### src/hdl/sbc_pkg.sv
// Shared types, constants and tables for the scan beam clusterer.
package sbc_pkg;

    localparam int DEF_MAX_BEAMS    = 1024;
    localparam int DEF_CORDIC_STEPS = 16;
    localparam int QUEUE_DEPTH      = 4;
    localparam int DIV_STEPS        = 31;

    localparam logic [10:0] POINT_CAP = 11'd2047;
    localparam logic signed [32:0] GAIN_Q30 = 33'sd652032874;
    localparam logic [23:0] GAIN_Q24 = 24'd10188014;

    typedef enum logic [2:0] {
        REG_LOWER = 3'd0,
        REG_UPPER = 3'd1,
        REG_START = 3'd2,
        REG_STEP  = 3'd3,
        REG_JOIN  = 3'd4,
        REG_LEAST = 3'd5
    } t_reg_idx;

    typedef struct packed {
        logic [15:0] lower;
        logic [15:0] upper;
        logic [15:0] start;
        logic [15:0] step;
        logic [15:0] join_dist;
        logic [12:0] least;
    } t_cfg;

    // one cluster to be reduced to a landmark
    typedef struct packed {
        logic               last;
        logic [10:0]        count;
        logic signed [27:0] sum_e;
        logic signed [27:0] sum_n;
    } t_job;

    typedef enum logic [2:0] {
        F_IDLE, F_ROT, F_MUL, F_DIST, F_DEC, F_PUSH
    } t_fstate;

    typedef enum logic [2:0] {
        B_IDLE, B_VEC, B_MUL1, B_MUL2, B_DIV, B_OUT
    } t_bstate;

    // arctan(2^-i) as a 32-bit binary angle
    function automatic logic [31:0] atan_lut(input logic [4:0] i);
        logic [31:0] v;
        unique case (i)
            5'd0:  v = 32'h20000000;
            5'd1:  v = 32'h12E4051E;
            5'd2:  v = 32'h09FB385B;
            5'd3:  v = 32'h051111D4;
            5'd4:  v = 32'h028B0D43;
            5'd5:  v = 32'h0145D7E1;
            5'd6:  v = 32'h00A2F61E;
            5'd7:  v = 32'h00517C55;
            5'd8:  v = 32'h0028BE53;
            5'd9:  v = 32'h00145F2F;
            5'd10: v = 32'h000A2F98;
            5'd11: v = 32'h000517CC;
            5'd12: v = 32'h00028BE6;
            5'd13: v = 32'h000145F3;
            5'd14: v = 32'h0000A2FA;
            5'd15: v = 32'h0000517D;
            5'd16: v = 32'h000028BE;
            5'd17: v = 32'h0000145F;
            5'd18: v = 32'h00000A30;
            5'd19: v = 32'h00000518;
            5'd20: v = 32'h0000028C;
            5'd21: v = 32'h00000146;
            5'd22: v = 32'h000000A3;
            5'd23: v = 32'h00000051;
            default: v = 32'h00000000;
        endcase
        return v;
    endfunction

endpackage

### src/hdl/sbc_back.sv
// Back end: centroid vectoring, gain scaling, divide and result register.
module sbc_back #(
    parameter int CORDIC_STEPS = sbc_pkg::DEF_CORDIC_STEPS
) (
    input  logic          i_clk,
    input  logic          i_rst_n,
    input  logic          i_q_valid,
    input  sbc_pkg::t_job i_job,
    output logic          o_pop,
    output logic          o_out_valid,
    input  logic          i_out_stall,
    output logic [15:0]   o_landmark_range,
    output logic signed [15:0] o_landmark_bearing,
    output logic          o_last_of_item
);
    localparam int IW = $clog2(CORDIC_STEPS);
    localparam int DW = $clog2(sbc_pkg::DIV_STEPS + 1);

    sbc_pkg::t_bstate r_state, n_state;

    logic signed [38:0] r_x, r_y;
    logic [31:0]        r_z;
    logic [IW-1:0]      r_i;
    logic [DW-1:0]      r_k;
    logic [10:0]        r_pc;
    logic               r_last;
    logic [62:0]        r_acc;
    logic [30:0]        r_dq;
    logic [10:0]        r_rem;
    logic               r_ovalid;

    logic signed [38:0] xs, ys, x0, y0;
    logic [31:0]        atan_v, zr;
    logic [37:0]        xp;
    logic [62:0]        hi_prod, acc_n;
    logic [11:0]        trial;
    logic               ge;
    logic               load_out;

    always_ff @(posedge i_clk) begin
        if (!i_rst_n) begin
            r_state <= sbc_pkg::B_IDLE;
        end else begin
            r_state <= n_state;
        end
    end

    always_comb begin
        n_state  = r_state;
        o_pop    = 1'b0;
        load_out = 1'b0;
        unique case (r_state)
            sbc_pkg::B_IDLE: begin
                if (i_q_valid) begin
                    o_pop   = 1'b1;
                    n_state = sbc_pkg::B_VEC;
                end
            end
            sbc_pkg::B_VEC: begin
                if (r_i == IW'(CORDIC_STEPS - 1)) begin
                    n_state = sbc_pkg::B_MUL1;
                end
            end
            sbc_pkg::B_MUL1: n_state = sbc_pkg::B_MUL2;
            sbc_pkg::B_MUL2: n_state = sbc_pkg::B_DIV;
            sbc_pkg::B_DIV: begin
                if (r_k == DW'(sbc_pkg::DIV_STEPS - 1)) begin
                    n_state = sbc_pkg::B_OUT;
                end
            end
            sbc_pkg::B_OUT: begin
                if (!r_ovalid || !i_out_stall) begin
                    load_out = 1'b1;
                    n_state  = sbc_pkg::B_IDLE;
                end
            end
            default: n_state = sbc_pkg::B_IDLE;
        endcase
    end

    assign x0 = 39'(i_job.sum_e) <<< 8;
    assign y0 = 39'(i_job.sum_n) <<< 8;

    assign xs     = r_x >>> r_i;
    assign ys     = r_y >>> r_i;
    assign atan_v = sbc_pkg::atan_lut(5'(r_i));

    assign xp      = r_x[38] ? 38'd0 : r_x[37:0];
    assign hi_prod = 63'(xp[37:19]) * 63'(sbc_pkg::GAIN_Q24);
    // product plus half the divisor, both scaled by 2^32
    assign acc_n   = r_acc + (hi_prod << 19) + (63'(r_pc) << 31);

    assign trial = {r_rem, r_dq[30]};
    assign ge    = (trial >= {1'b0, r_pc});
    assign zr    = r_z + 32'h00008000;

    always_ff @(posedge i_clk) begin
        unique case (r_state)
            sbc_pkg::B_IDLE: begin
                if (o_pop) begin
                    r_pc   <= i_job.count;
                    r_last <= i_job.last;
                    r_i    <= '0;
                    if (x0 < 0) begin
                        r_x <= -x0;
                        r_y <= -y0;
                        r_z <= 32'h80000000;
                    end else begin
                        r_x <= x0;
                        r_y <= y0;
                        r_z <= 32'h00000000;
                    end
                end
            end
            sbc_pkg::B_VEC: begin
                if (!r_y[38]) begin
                    r_x <= r_x + ys;
                    r_y <= r_y - xs;
                    r_z <= r_z + atan_v;
                end else begin
                    r_x <= r_x - ys;
                    r_y <= r_y + xs;
                    r_z <= r_z - atan_v;
                end
                r_i <= r_i + 1'b1;
            end
            sbc_pkg::B_MUL1: begin
                r_acc <= 63'(xp[18:0]) * 63'(sbc_pkg::GAIN_Q24);
            end
            sbc_pkg::B_MUL2: begin
                r_dq  <= acc_n[62:32];
                r_rem <= '0;
                r_k   <= '0;
            end
            sbc_pkg::B_DIV: begin
                r_rem <= ge ? 11'(trial - {1'b0, r_pc}) : trial[10:0];
                r_dq  <= {r_dq[29:0], ge};
                r_k   <= r_k + 1'b1;
            end
            sbc_pkg::B_OUT: begin
                if (load_out) begin
                    o_landmark_range   <= (|r_dq[30:16]) ? 16'hFFFF : r_dq[15:0];
                    o_landmark_bearing <= zr[31:16];
                    o_last_of_item     <= r_last;
                end
            end
            default: ;
        endcase
    end

    always_ff @(posedge i_clk) begin
        if (!i_rst_n) begin
            r_ovalid <= 1'b0;
        end else if (load_out) begin
            r_ovalid <= 1'b1;
        end else if (!i_out_stall) begin
            r_ovalid <= 1'b0;
        end
    end

    assign o_out_valid = r_ovalid;

    a_hold: assert property (@(posedge i_clk) disable iff (!i_rst_n)
        (r_ovalid && i_out_stall) |=> r_ovalid && $stable(o_landmark_range))
        else $error("stalled result changed");
    a_pop_idle: assert property (@(posedge i_clk) disable iff (!i_rst_n)
        o_pop |=> r_state == sbc_pkg::B_VEC) else $error("pop outside idle");
    a_div_nonzero: assert property (@(posedge i_clk) disable iff (!i_rst_n)
        (r_state == sbc_pkg::B_DIV) |-> r_pc != 11'd0) else $error("divide by zero count");

endmodule

### config.mk
export PLATFORM = sky130hd
export DESIGN_NAME = sbc_back
export DESIGN_NICKNAME = d
export VERILOG_FILES = /design/src/hdl/sbc_pkg.sv /design/src/hdl/sbc_back.sv
export SDC_FILE = /design/constraint.sdc
export NUM_CORES = 2
export LEC_CHECK = 0
export BUFFER_PORTS_ARGS = -buffer_cell sky130_fd_sc_hd__buf_2
export CAP_MARGIN = 40
export CORE_ASPECT_RATIO = 0.9
export CORE_MARGIN = 2
export CORE_UTILIZATION = 40
export CTS_CLUSTER_SIZE = 28
export DETAILED_ROUTE_END_ITERATION = 10
export PLACE_DENSITY = 0.59
export SYNTH_ARGS = -nofsm -noshare
export SYNTH_HDL_FRONTEND = slang
export SYNTH_SLANG_ARGS = --single-unit
### constraint.sdc
create_clock -name i_clk -period 12 [get_ports i_clk]
set_clock_uncertainty 0.15 [all_clocks]
set_input_delay 0.6 -clock i_clk [delete_from_list [all_inputs] [get_ports i_clk]]
set_output_delay 0.6 -clock i_clk [all_outputs]
set_load 0.005 [all_outputs]
==> metrics <==
status finished clean; worst flop-to-flop path startpoint r_x[38]; Worst Max-Slew Pin Slew 886 ps; Worst Setup SP r_x[38]; top-level port count 107; CTS resizes 0; count of cell types in the netlist 82; Wirelength per Cell 19.1 um; first-pass GRT wire length 171000 um; drt via density 5.36; Clk Latency, worst-skew pair 580 ps; maximum buffer depth of the clock tree 3; port bufs 106; critical path peak fanout 50; Final HPWL DP 89300 um; EDFF count, synth 229; Slew Limit Fails 0; # setup viols final 0; Max Cap Viol 0; Placed Area 42500 um2; post-synth net total 5163; drt total wl 108000 um; Setup Buffers After CTS 0; CTS tree done; FP Rows 110; Nets 5220; number of fill cells 9809; Post-DRT Antenna Nets 0; slew margin rel. 0.408; Final Hold Viols 0; area delta synth->final 7.98%; DRC viols 0; post-route cell area 43700 um2; mapped cell area 40400 um2; routability congestion estimate 0.906; Synth Warn # 0; initial DRC count 2126; most common cell after layout, fill and taps aside inv_1; Root Driver clkbuf_16; Die Wd 339 um; worst endpoint required time 12160 ps; Synth Area per Inst 9.59 um2; total track usage 0.209; CP max stage delay 720 ps; Synth Flop Type edfxtp_1; sequential area share after synthesis 0.187; Fmax 0.103 GHz; total CTS buffers 36; Setup Crit Path Kind reg2reg; htree depth 2; vias in the first global route 29.8k; vias 30.2k; drt pass-1 iters 5; Hold Startpoint i_job[59]; RSZ-0062 raised after global routing false; Die Ht 306 um; GRT overflow 0; initial antenna violation count 4; minimum clock period 9710 ps; starting density of the core 0.404; most frequent cells in the layout inv_1, ha_1, fa_1; Slowest-stage cell, CP a221oi_1; sum of negative setup slack 0 ps; Num Clock Sinks 263; share of layout cells above drive strength 1 0.0880; Hold WC Path Type in2reg; crit path DAT 9870 ps; die area 104000 um2; Final period util 0.810; Most Frequent Cell on Critical Path fa_1; pin count of the biggest net entering global routing 74; asr flop ratio synth 0; CTS clk-pin slew, worst paths 60 ps; CTS Hold Bufs 0; endpoint class of the critical path register; core area 100000 um2; Post-Synthesis Cells 4215; Seq cells post-synth 263; startpoint types register
-- registers in the layout, summed over array words and instances, names as in the netlist, 3 cells and up --
signal,count
r_pc,11
r_state,3
r_i,4
r_k,5
o_landmark_range,16
r_y,39
r_dq,31
r_x,39
o_landmark_bearing,16
r_acc,23
atan_v,30
r_rem,11
r_z,32
-- through the flow --
step | hold slack [ps] | worst slack, ps | util | instances
after global placement | 275 | 2470 | 0.424 | 5573
after CTS | 27.4 | 2270 | 0.436 | 5640
after global routing | 39.6 | 1670 | 0.436 | 5640
after detailed placement | 264 | 2280 | 0.425 | 5578
final | 63.4 | 2290 | 0.436 | 5642
after floorplan | 250 | 2750 | - | 4215
-- kinds of logic (layout without fill, tap and decap cells) --
kind of cell,Yosys count,after routing,share of synthesized area
AND/OR/NAND/NOR,960,960,0.116
flip-flops,263,263,0.187
multiplexers,190,190,0.0813
other,0,2,0
buffers and inverters,764,845,0.0719
AO/OA/AOI/OAI,837,837,0.130
adder cells (fa/ha/maj),876,876,0.343
XOR/XNOR,325,325,0.0704
-- worst max-delay path: cells and delay by family (launching register included) --
family,cells,cell delay [ps]
buffers and inverters,7,1000
multiplexers,1,210
AND/OR/NAND/NOR,6,1210
XOR/XNOR,1,170
AO/OA/AOI/OAI,11,2280
adder cells (fa/ha/maj),9,4040
flip-flops,1,380
-- path summary, 6_finish.rpt --
kind	endpoint	slack [ps]	depth (start not counted)
setup / recovery	r_dq[28]	2290	35
hold / removal	r_pc[3]	60	1
hold reg to reg	o_last_of_item	280	0
setup reg to reg	r_dq[28]	2290	35
-- routing by layer --
layer	share of wire	GRT usage	wire, um
met1	0.50	0.317	53800
met2	0.42	0.309	45200
met3	0.064	0.0387	6860
met4	0.016	0.0380	1720
met5	0	0	0
-- synth_stat cells (47+ instances only) --
| library cell | number | area (um2) |
|---|---|---|
| xor2_1 | 105 | 920 |
| fa_1 | 389 | 7790 |
| nand3_1 | 59 | 295 |
| inv_1 | 640 | 2400 |
| a21oi_1 | 249 | 1250 |
| nor3_1 | 73 | 365 |
| mux4_2 | 107 | 2410 |
| xnor2_1 | 220 | 1930 |
| o21a_1 | 47 | 353 |
| nor2_1 | 293 | 1100 |
| clkbuf_1 | 90 | 338 |
| o21ai_0 | 191 | 956 |
| a21o_1 | 110 | 826 |
| ha_1 | 487 | 6090 |
| edfxtp_1 | 229 | 6880 |
| nand2_1 | 220 | 826 |
| nand2b_1 | 59 | 369 |
-- cell type report --
| cell class | instances | area, um2 | share of cell area |
|---|---|---|---|
| Multi-Input combinational cell | 3188 | 30000 | 0.687 |
| Inverter | 642 | 2410 | 0.0553 |
| Clock inverter | 14 | 114 | 0.00261 |
| Timing Repair Buffer | 141 | 878 | 0.0201 |
| Antenna cell | 2 | 5.00 | 0.000115 |
| Sequential cell | 263 | 7560 | 0.173 |
| Tap cell | 1344 | 1680 | 0.0385 |
| Clock buffer | 48 | 997 | 0.0228 |
Power is left out: the tool's default activity adds up to more than one toggle a clock period on the data nets, which glitch-free logic cannot reach.
