## src/hdl/sbc_pkg.sv

```systemverilog
// Shared types, constants and tables for the scan beam clusterer.
package sbc_pkg;

    localparam int DEF_MAX_BEAMS    = 1024;
    localparam int DEF_CORDIC_STEPS = 16;
    localparam int QUEUE_DEPTH      = 4;
    localparam int DIV_STEPS        = 31;

    localparam logic [10:0] POINT_CAP = 11'd2047;
    localparam logic signed [32:0] GAIN_Q30 = 33'sd652032874;
    localparam logic [23:0] GAIN_Q24 = 24'd10188014;

    typedef enum logic [2:0] {
        REG_LOWER = 3'd0,
        REG_UPPER = 3'd1,
        REG_START = 3'd2,
        REG_STEP  = 3'd3,
        REG_JOIN  = 3'd4,
        REG_LEAST = 3'd5
    } t_reg_idx;

    typedef struct packed {
        logic [15:0] lower;
        logic [15:0] upper;
        logic [15:0] start;
        logic [15:0] step;
        logic [15:0] join_dist;
        logic [12:0] least;
    } t_cfg;

    // one cluster to be reduced to a landmark
    typedef struct packed {
        logic               last;
        logic [10:0]        count;
        logic signed [27:0] sum_e;
        logic signed [27:0] sum_n;
    } t_job;

    typedef enum logic [2:0] {
        F_IDLE, F_ROT, F_MUL, F_DIST, F_DEC, F_PUSH
    } t_fstate;

    typedef enum logic [2:0] {
        B_IDLE, B_VEC, B_MUL1, B_MUL2, B_DIV, B_OUT
    } t_bstate;

    // arctan(2^-i) as a 32-bit binary angle
    function automatic logic [31:0] atan_lut(input logic [4:0] i);
        logic [31:0] v;
        unique case (i)
            5'd0:  v = 32'h20000000;
            5'd1:  v = 32'h12E4051E;
            5'd2:  v = 32'h09FB385B;
            5'd3:  v = 32'h051111D4;
            5'd4:  v = 32'h028B0D43;
            5'd5:  v = 32'h0145D7E1;
            5'd6:  v = 32'h00A2F61E;
            5'd7:  v = 32'h00517C55;
            5'd8:  v = 32'h0028BE53;
            5'd9:  v = 32'h00145F2F;
            5'd10: v = 32'h000A2F98;
            5'd11: v = 32'h000517CC;
            5'd12: v = 32'h00028BE6;
            5'd13: v = 32'h000145F3;
            5'd14: v = 32'h0000A2FA;
            5'd15: v = 32'h0000517D;
            5'd16: v = 32'h000028BE;
            5'd17: v = 32'h0000145F;
            5'd18: v = 32'h00000A30;
            5'd19: v = 32'h00000518;
            5'd20: v = 32'h0000028C;
            5'd21: v = 32'h00000146;
            5'd22: v = 32'h000000A3;
            5'd23: v = 32'h00000051;
            default: v = 32'h00000000;
        endcase
        return v;
    endfunction

endpackage

```

## src/hdl/sbc_queue.sv

```systemverilog
// Small job queue between the front and back ends.
module sbc_queue (
    input  logic          i_clk,
    input  logic          i_rst_n,
    input  logic          i_push,
    input  sbc_pkg::t_job i_push_job,
    output logic          o_full,
    input  logic          i_pop,
    output logic          o_valid,
    output sbc_pkg::t_job o_job
);
    localparam int AW = $clog2(sbc_pkg::QUEUE_DEPTH);

    sbc_pkg::t_job r_mem [sbc_pkg::QUEUE_DEPTH];
    logic [AW-1:0] r_wr, r_rd;
    logic [AW:0]   r_count;

    assign o_full  = (r_count == (AW+1)'(sbc_pkg::QUEUE_DEPTH));
    assign o_valid = (r_count != '0);
    assign o_job   = r_mem[r_rd];

    always_ff @(posedge i_clk) begin
        if (i_push) begin
            r_mem[r_wr] <= i_push_job;
        end
    end

    always_ff @(posedge i_clk) begin
        if (!i_rst_n) begin
            r_wr    <= '0;
            r_rd    <= '0;
            r_count <= '0;
        end else begin
            if (i_push) begin
                r_wr <= r_wr + 1'b1;
            end
            if (i_pop) begin
                r_rd <= r_rd + 1'b1;
            end
            r_count <= r_count + (AW+1)'(i_push) - (AW+1)'(i_pop);
        end
    end

    a_no_overflow: assert property (@(posedge i_clk) disable iff (!i_rst_n)
        i_push |-> !o_full) else $error("push into full queue");
    a_no_underflow: assert property (@(posedge i_clk) disable iff (!i_rst_n)
        i_pop |-> o_valid) else $error("pop from empty queue");
    a_count_up: assert property (@(posedge i_clk) disable iff (!i_rst_n)
        (i_push && !i_pop) |=> r_count == $past(r_count) + 1'b1)
        else $error("queue count did not advance");
    a_bound: assert property (@(posedge i_clk) disable iff (!i_rst_n)
        r_count <= (AW+1)'(sbc_pkg::QUEUE_DEPTH)) else $error("queue count out of range");

endmodule

```

## config.mk

```make
export PLATFORM = sky130hd
export DESIGN_NAME = sbc_queue
export DESIGN_NICKNAME = d
export VERILOG_FILES = /design/src/hdl/sbc_pkg.sv /design/src/hdl/sbc_queue.sv
export SDC_FILE = /design/constraint.sdc
export NUM_CORES = 1
export LEC_CHECK = 0
export ABC_AREA = 1
export BUFFER_PORTS_ARGS = -buffer_cell sky130_fd_sc_hd__buf_4
export CAP_MARGIN = 30
export CORE_MARGIN = 8
export CORE_UTILIZATION = 25
export CTS_CLUSTER_DIAMETER = 40
export DETAILED_ROUTE_END_ITERATION = 8
export HOLD_SLACK_MARGIN = 0.1
export SETUP_SLACK_MARGIN = 0.4
export SYNTH_ARGS = -nofsm -noshare
export SYNTH_HDL_FRONTEND = slang
export SYNTH_SLANG_ARGS = --single-unit
```

## constraint.sdc

```tcl
create_clock -name i_clk -period 3.5 [get_ports i_clk]
set_clock_uncertainty 0.2 [all_clocks]
set_input_delay 0.7 -clock i_clk [delete_from_list [all_inputs] [get_ports i_clk]]
set_output_delay 0.7 -clock i_clk [all_outputs]
set_load 0.05 [all_outputs]
```

==> impl_metrics.json, run 1 <==
{
  "clock_path_buffers": 3,
  "ys.flop_type": "edfxtp_1",
  "gr-total-overflow": 0,
  "wirelength_mm": 24.5,
  "numPortBuffers": 141,
  "place_hpwl_mm": 15.0,
  "area_delta_synth_final_pct": 26.4,
  "seqPwrFrac": 0.422,
  "cap_viol_max_count": 0,
  "start_util": 0.252,
  "diodes": 0,
  "endpoint_kind": "output pin",
  "final_common_cell": "edfxtp_1",
  "p_leak_nw": 5.64,
  "seq_area_frac_synth": 0.714,
  "place_inst": 1572,
  "syn-num-nets": 928,
  "gp_congestion": 0.672,
  "power.density_nw_per_um2": 626,
  "clkPwrFrac": 0.444,
  "cts_tree": "built",
  "whs_path_depth": 1,
  "stdcell_area_um2": 14800,
  "h-tree-depth": 2,
  "cp.arrival_ns": 2.02,
  "worst_pin_slew_ns": 0.830,
  "fin_util": 0.319,
  "synth.avg_cell_area_um2": 13.8,
  "swShare": 0.268,
  "dr_wl_met2_mm": 11.7,
  "ys_seq_elements": 281,
  "irDropWorstVdd_mv": 0.474,
  "cts_inserted_buffers": 44,
  "cp_max_fo": 64,
  "met3_wirelength_mm": 1.53,
  "max_freq_mhz": 343,
  "reg2reg_depth": 4,
  "p_int_mw": 6.76,
  "comb_power_share": 0.134,
  "fp.coreArea_um2": 46400,
  "grt_max_degree": 65,
  "viasPerCell": 4.05,
  "r2r-start": "r_wr[0]",
  "grt_setup_unrepaired": "false",
  "holdWs_ns": 0.162,
  "dr.first_iter.drc_count": 332,
  "finalNonFillerCells": 1652,
  "outcome": "finished clean",
  "die_w_um": 232,
  "ys_warn_count": 0,
  "drv_slew": 0,
  "syn_area_um2": 11700,
  "post_drt_wl_per_cell_um": 14.8,
  "rows": 79,
  "most-common-layout-cells": "272 x edfxtp_1, 152 x buf_4, 146 x inv_1",
  "grt_pass1_vias": 6740,
  "cts.sinks": 281,
  "antenna_left": 0,
  "timing.slew.headroom": 0.447,
  "critPathLaunchType": "flop",
  "yosysUniqueCellTypes": 21,
  "min_path_type": "in2reg",
  "grt_pass1_wl_mm": 37.9,
  "grt_util_all_layers": 0.0896,
  "netlist_instances": 849,
  "vias": 6683,
  "tns_ns": 0,
  "hold_buffers": 0,
  "hold_start": "i_push_job[6]",
  "hold_viol_final": 0,
  "synth_edf_count": 272,
  "setup_viol": 0,
  "switchingPower_mw": 2.48,
  "insertion_delay_ns": 0.53,
  "ios": 142,
  "placed_area_um2": 13300,
  "pre_cts_ws_ns": 0.873,
  "fp.dieArea_um2": 53900,
  "path_clk_slew_ns": 0.06,
  "drive_gt1_frac": 0.315,
  "worstSetupPathType": "reg2out",
  "fin_crit_sh": 0.833,
  "die_height_um": 232,
  "antenna_found_initial": 0,
  "synth_async_sr_flop_share": 0,
  "highest_layer": "met4",
  "fin_nets": 1092,
  "wl_met1_mm": 10.6,
  "fin_total_pwr_mw": 9.24,
  "drc_errors": 0,
  "setup_slack_ns": 0.585,
  "layout_min_cycle_time_ns": 2.92,
  "num-fill-cells": 4588,
  "drt_first_pass_iters": 4,
  "crit_required_ns": 2.60,
  "root_buffer": "clkbuf_16"
}
-- metal layers --
layer / GRT usage / vias to the layer above
li1: - / 3308
met1: 0.109 / 3196
met2: 0.146 / 136
met3: 0.0276 / 43
met4: 0.0382 / 0
met5: 0 / -
-- final cells by class --
type	count	area, um2	area share
Tap cell	607	759	0.0514
Multi-Input combinational cell	371	2290	0.155
Clock buffer	49	1140	0.0773
Sequential cell	281	8360	0.566
Inverter	152	576	0.0390
Timing Repair Buffer	163	1370	0.0930
Clock inverter	29	270	0.0183
-- power by group through the flow --
stage	sequential, mW	clock [mW]	combinational (mW)
after global routing	3.91	4.38	1.34
after detailed placement	3.98	0	1.25
after global placement	3.98	0	1.22
after floorplan	3.95	0	0.862
final	3.90	4.10	1.24
after CTS	3.91	4.25	1.26
-- flip-flops by register name (all words and copies together) (netlist names), named ones only --
| register | cells |
|---|---|
| r_wr | 2 |
| r_rd | 2 |
| r_count | 3 |
| r_mem | 272 |
-- timing repair --
item | 4_1_cts | 5_1_grt
setup endpoints to repair | 3 | 2
resized for setup | 0 | 0
buffers inserted | 1 | 1
pin swaps | 0 | 0
-- Yosys cell counts, types with 4 or more instances --
library cell    n  area share
a21oi_1        74       0.032
buf_12         10       0.017
buf_2          14      0.0060
buf_6          14       0.013
clkbuf_1        4      0.0013
dfxtp_1         9       0.015
edfxtp_1      272        0.70
ha_1            6      0.0064
inv_1         150       0.048
nand2_1       126       0.040
nand2_2        20       0.011
o211ai_2       68       0.073
o21ai_0        66       0.028
o21ai_1         6      0.0026
-- cells by family (layout without fill, tap and decap cells) --
| family | after synthesis | count (layout) | share of synthesized area |
|---|---|---|---|
| flip-flops | 281 | 281 | 0.714 |
| AND/OR/NAND/NOR | 150 | 150 | 0.0528 |
| buffers and inverters | 197 | 393 | 0.0893 |
| adder cells (fa/ha/maj) | 7 | 7 | 0.00814 |
| AO/OA/AOI/OAI | 214 | 214 | 0.135 |
-- path summary, 6_finish.rpt --
check | slack [ns] | endpoint
setup / recovery | 0.58 | o_job[34]
hold / removal | 0.16 | r_mem[1][6]
setup reg to reg | 1.27 | r_mem[3][55]
hold reg to reg | 0.27 | flop
-- worst max-delay path, cell delays in order (launching register included) --
cell,delay (ns)
dfxtp_4,0.56
buf_12,0.31
a21oi_1,0.11
o21ai_0,0.12
nand2_1,0.11
buf_4,0.21
Power figures use the tool's default switching activity.
==> run 2, diff against run 1 <==
ABC_AREA = 0   (was 1)
clock period = 2.8 ns   (was 3.5 ns; I/O delays follow)
==> impl_metrics.json, run 2 <==
{
  "cts_tree": "built",
  "yosysTopAreaCellShare": 0.795,
  "grt_pass1_vias": 5686,
  "synth.avg_cell_area_um2": 25.8,
  "most-common-layout-cells": "272 x edfxtp_1, 89 x buf_4, 70 x dlygate4sd3_1",
  "yosysUniqueCellTypes": 21,
  "drc_errors": 0,
  "crit_family": "buffers and inverters",
  "die_w_um": 219,
  "tns_ns": 0,
  "insertion_delay_ns": 0.54,
  "gp_congestion": 0.655,
  "ios": 142,
  "clock_path_buffers": 3,
  "finalNonFillerCells": 1230,
  "worstSetupPathType": "reg2out",
  "die_height_um": 219,
  "top_register": "r_mem",
  "ys_warn_count": 0,
  "path_clk_slew_ns": 0.06,
  "numPortBuffers": 141,
  "p_leak_nw": 5.04,
  "drt_first_pass_iters": 4,
  "slowest_stage": "mux4_2",
  "grt_setup_unrepaired": "true",
  "min_path_type": "in2reg",
  "root_buffer": "clkbuf_16",
  "reg2reg_depth": 7,
  "max_freq_mhz": 363,
  "power.density_nw_per_um2": 797,
  "h-tree-depth": 2,
  "critPathLaunchType": "flop",
  "ys_seq_elements": 281,
  "syn-num-nets": 478,
  "critPathBufInv": 4,
  "vias": 5081,
  "hold_start": "i_push",
  "synth_edf_count": 272,
  "syn_area_um2": 10300,
  "antenna_found_initial": 3,
  "irDropWorstVdd_mv": 0.593,
  "ff2ff_setup_slack_ns": 0.85,
  "fin_nets": 741,
  "critPathMaxStageDelay_ns": 0.52,
  "yosys.area.top_type": "edfxtp_1",
  "cpMostUsedCell": "buf_12",
  "hold-path-endpoint": "r_wr[0]",
  "fp.coreArea_um2": 40700,
  "grt_util_all_layers": 0.0976,
  "cap_viol_max_count": 0,
  "seq_area_frac_synth": 0.812,
  "yosysMostFrequentCell": "edfxtp_1",
  "gr-total-overflow": 0,
  "drive_gt1_frac": 0.447,
  "place_hpwl_mm": 13.3,
  "grt_max_degree": 48,
  "r2r-start": "r_count[0]",
  "place_inst": 1069,
  "stdcell_area_um2": 14700,
  "r2r-end": "r_count[2]",
  "layout_min_cycle_time_ns": 2.76,
  "placed_area_um2": 12100,
  "netlist_instances": 399,
  "ys.flop_type": "edfxtp_1",
  "hold_viol_final": 0,
  "grt_pass1_wl_mm": 34.7,
  "fp.dieArea_um2": 47900,
  "cp_max_fo": 7,
  "drv_slew": 0,
  "synth_area_leaders": "edfxtp_1 79%, mux4_2 15%, dfxtp_1 1.8%",
  "setup_viol": 0,
  "fin_crit_sh": 0.984,
  "cts_inserted_buffers": 43,
  "yosys-top-cells-count": "272 x edfxtp_1, 68 x mux4_2, 9 x dfxtp_1",
  "dr.first_iter.drc_count": 290,
  "whs_path_depth": 3,
  "endpoint_kind": "output pin",
  "crit_required_ns": 2.04,
  "worst_pin_slew_ns": 0.508,
  "cts.sinks": 281,
  "fin_util": 0.361,
  "timing.slew.headroom": 0.661,
  "wirelength_mm": 23.3,
  "start_util": 0.252,
  "largest_register_ff_count": 272,
  "reg.largest.list": "r_mem (272), r_count (3)",
  "synth_async_sr_flop_share": 0,
  "path_cells": "buf_12, buf_12, buf_16, mux4_2, buf_8",
  "final_common_cell": "edfxtp_1",
  "rows": 74,
  "post_drt_wl_per_cell_um": 19.0,
  "viasPerCell": 4.13,
  "outcome": "finished clean",
  "cp.arrival_ns": 2.00,
  "area_delta_synth_final_pct": 43.2,
  "antenna_left": 0
}
## run 2: cell count changes after synthesis, moves of 10 or more
cell      delta
buf_2       -10
a21oi_1     -73
mux4_2      +68
nand2_1    -126
o211ai_2    -68
buf_6       -13
nand2_2     -20
o21ai_0     -66
inv_1      -143
## run 2: cell families after synthesis
| family | after synthesis | synth area share |
|---|---|---|
| buffers and inverters | 23 | 0.0158 |
| AOI/OAI and AO/OA | 2 | 0.00146 |
| DFF | 281 | 0.812 |
| and+or+nand+nor | 14 | 0.00743 |
| xor gates and xnor gates | 3 | 0.00402 |
| muxes | 69 | 0.150 |
| adders and majority gates | 7 | 0.00925 |
## run 2: cell type report
type                       instances  area, um2
clock inverter                    31        265
antenna                            2       5.00
tap                              532        666
timing repair buffer             234       2530
inverter                           7       26.3
fill                            3739      26000
clock buffer                      48       1090
sequential                       281       8360
multi-input combinational         95       1780
## run 2: report_power, final
| part | internal (mW) | leakage (nW) | switching [mW] |
|---|---|---|---|
| sequential | 4.84 | 2.57 | 0.0545 |
| combinational | 0.813 | 1.80 | 1.06 |
| clock | 2.99 | 0.663 | 1.98 |
## run 2: per-layer routing
layer | track usage | up-vias | routed length [um]
li1 | - | 2255 | -
met1 | 0.122 | 2635 | 9730
met2 | 0.158 | 148 | 11400
met3 | 0.0289 | 41 | 1670
met4 | 0.0394 | 2 | 565
met5 | 0 | - | 13
## run 2: worst max path at each step
| stage | start | endpoint | depth (start not counted) |
|---|---|---|---|
| after floorplan | flop | o_job[44] | 4 |
| after global placement | i_pop | r_count[2] | 7 |
| after detailed placement | i_pop | r_count[2] | 7 |
| after CTS | flop | o_job[65] | 5 |
| after global routing | flop | o_job[65] | 5 |
| final | flop | o_job[13] | 5 |
## run 2: stage by stage
step | hold slack [ns] | setup slack, ns | power, mW
after floorplan | 0.299 | 0.689 | 6.01
after global placement | 0.322 | 0.527 | 6.54
after detailed placement | 0.319 | 0.508 | 6.56
after CTS | 0.101 | -0.0188 | 11.9
after global routing | 0.128 | -0.0427 | 12.2
final | 0.142 | 0.0437 | 11.7
## run 2: repair_timing
item | in CTS | in global routing
setup buffers | 5 | 0
resized for setup | 92 | 0
endpoints found under the hold margin | 278 | 0
setup endpoints to repair | 68 | 68
hold buffers | 70 | 0
cloned | 5 | 0
## run 2: worst min-delay path, delay by kind of cell
kind | cells | cell delay (ns)
buf+inv | 1 | 0.14
simple gates | 1 | 0.07
xor+xnor | 1 | 0.08
==> run 3, diff against run 2 <==
CORE_MARGIN = unset   (was 8)
CTS_BUF_LIST = sky130_fd_sc_hd__clkbuf_16   (was unset)
==> impl_metrics.json, run 3 (synthesized netlist as in run 2, its figures left out) <==
{
  "fin_util": 0.369,
  "place_hpwl_mm": 10.8,
  "gr-total-overflow": 0,
  "placed_area_um2": 12000,
  "p_leak_nw": 5.10,
  "final_common_cell": "edfxtp_1",
  "fp.coreArea_um2": 40200,
  "endpoint_kind": "output pin",
  "insertion_delay_ns": 0.54,
  "path_cells": "buf_6, buf_12, buf_16, mux4_2, buf_8",
  "antenna_found_initial": 1,
  "worst_pin_slew_ns": 0.492,
  "multi_input_comb_area_um2": 1780,
  "drive_gt1_frac": 0.438,
  "top_register": "r_mem",
  "path_clk_slew_ns": 0.06,
  "root_buffer": "clkbuf_16",
  "grt_max_degree": 69,
  "die_w_um": 205,
  "cp_max_fo": 5,
  "gp_congestion": 0.651,
  "die_height_um": 205,
  "fin_nets": 738,
  "crit_family": "buffers and inverters",
  "setup_viol": 0,
  "cap_viol_max_count": 0,
  "clock_path_buffers": 3,
  "timing.slew.headroom": 0.672,
  "cts_tree": "built",
  "fin_total_pwr_mw": 11.8,
  "reg.largest.list": "r_mem (272), r_count (3)",
  "min_path_type": "in2reg",
  "vias": 4959,
  "worstSetupPathType": "reg2out",
  "wirelength_mm": 22.2,
  "numPortBuffers": 141,
  "stdcell_area_um2": 14800,
  "outcome": "finished clean",
  "dr.first_iter.drc_count": 226,
  "cts.sinks": 281,
  "start_util": 0.256,
  "drc_errors": 0,
  "grt_setup_unrepaired": "true",
  "grt_util_all_layers": 0.110,
  "ios": 142,
  "cts_inserted_buffers": 40,
  "most-common-layout-cells": "272 x edfxtp_1, 76 x buf_4, 70 x dlygate4sd3_1",
  "place_inst": 1057,
  "finalNonFillerCells": 1213,
  "rows": 73,
  "viasPerCell": 4.09,
  "max_freq_mhz": 358,
  "seq_area_um2": 8360,
  "hold_viol_final": 0,
  "drv_slew": 0,
  "largest_register_ff_count": 272,
  "grt_pass1_wl_mm": 33.1,
  "h-tree-depth": 2,
  "crit_required_ns": 2.04,
  "num-fill-cells": 3666,
  "cp.arrival_ns": 2.03,
  "area_delta_synth_final_pct": 44.1,
  "tns_ns": 0,
  "fp.dieArea_um2": 41900,
  "critPathBufInv": 4,
  "grt_pass1_vias": 5614,
  "layout_min_cycle_time_ns": 2.79,
  "fin_crit_sh": 0.996,
  "irDropWorstVdd_mv": 0.502,
  "critPathMaxStageDelay_ns": 0.53,
  "critPathLaunchType": "flop",
  "slowest_stage": "mux4_2",
  "power.density_nw_per_um2": 799,
  "drt_first_pass_iters": 4,
  "antenna_left": 0,
  "post_drt_wl_per_cell_um": 18.3
}
run 3: cell types whose count changed in the layout (fill, tap and decap cells not counted), moves of 3 or more:
cell / previous run / this run
buf_4: 89 / 76
clkinv_4: 4 / 1
clkbuf_1: 5 / 0
buf_8: 26 / 37
buf_12: 12 / 8
inv_6: 10 / 2
inv_8: 4 / 7
bufinv_16: 1 / 5
buf_16: 7 / 11
inv_1: 7 / 12
run 3: timing repair:
action                                  in CTS  in global routing
endpoints found under the hold margin      276                  0
gates resized for setup                    117                  0
endpoints found under the setup margin      68                 68
gates cloned                                 9                  0
setup buffers                                6                  0
hold buffers                                70                  0
run 3: metrics by stage:
stage / setup WS (ns) / hold WS (ns)
3_3_place_gp: 0.529 / 0.312
3_5_place_dp: 0.516 / 0.322
6_report: 0.0100 / 0.154
2_1_floorplan: 0.689 / 0.299
5_1_grt: -0.0843 / 0.152
4_1_cts: -0.0479 / 0.118
run 3: cell type report:
cell class                      instances  share of cell area
Clock inverter                         29              0.0216
Clock buffer                           41              0.0692
Multi-Input combinational cell         95               0.120
Sequential cell                       281               0.564
Antenna cell                            1            0.000169
Timing Repair Buffer                  234               0.179
Inverter                                7             0.00177
Tap cell                              525              0.0443
run 3: final timing paths:
check | startpoint | end | slack [ns] | depth (start not counted)
setup / recovery | flop | o_job[16] | 0.01 | 5
hold / removal | i_push | r_wr[0] | 0.15 | 3
setup reg to reg | r_count[0] | r_count[2] | 0.85 | 7
hold reg to reg | r_rd[1] | flop | 0.33 | 2
run 3: routing by layer:
layer  vias to the layer above  track usage  share of wire
met1                      2560        0.137           0.44
met5                         -            0              0
met2                       120        0.177           0.49
li1                       2240            -              -
met3                        39       0.0294          0.051
met4                         0       0.0493          0.025
run 3: report_power, final:
group / internal, mW / leakage [nW] / total (mW) / switching, mW
clock: 3.17 / 0.679 / 5.01 / 1.84
sequential: 4.84 / 2.57 / 4.89 / 0.0507
combinational: 0.862 / 1.85 / 1.94 / 1.08
run 3: worst min-delay path, delay by kind of cell:
family                    cells  cell delay, ns
and+or+nand+nor               1            0.07
buffers and inverters         1            0.13
xor gates and xnor gates      1            0.08
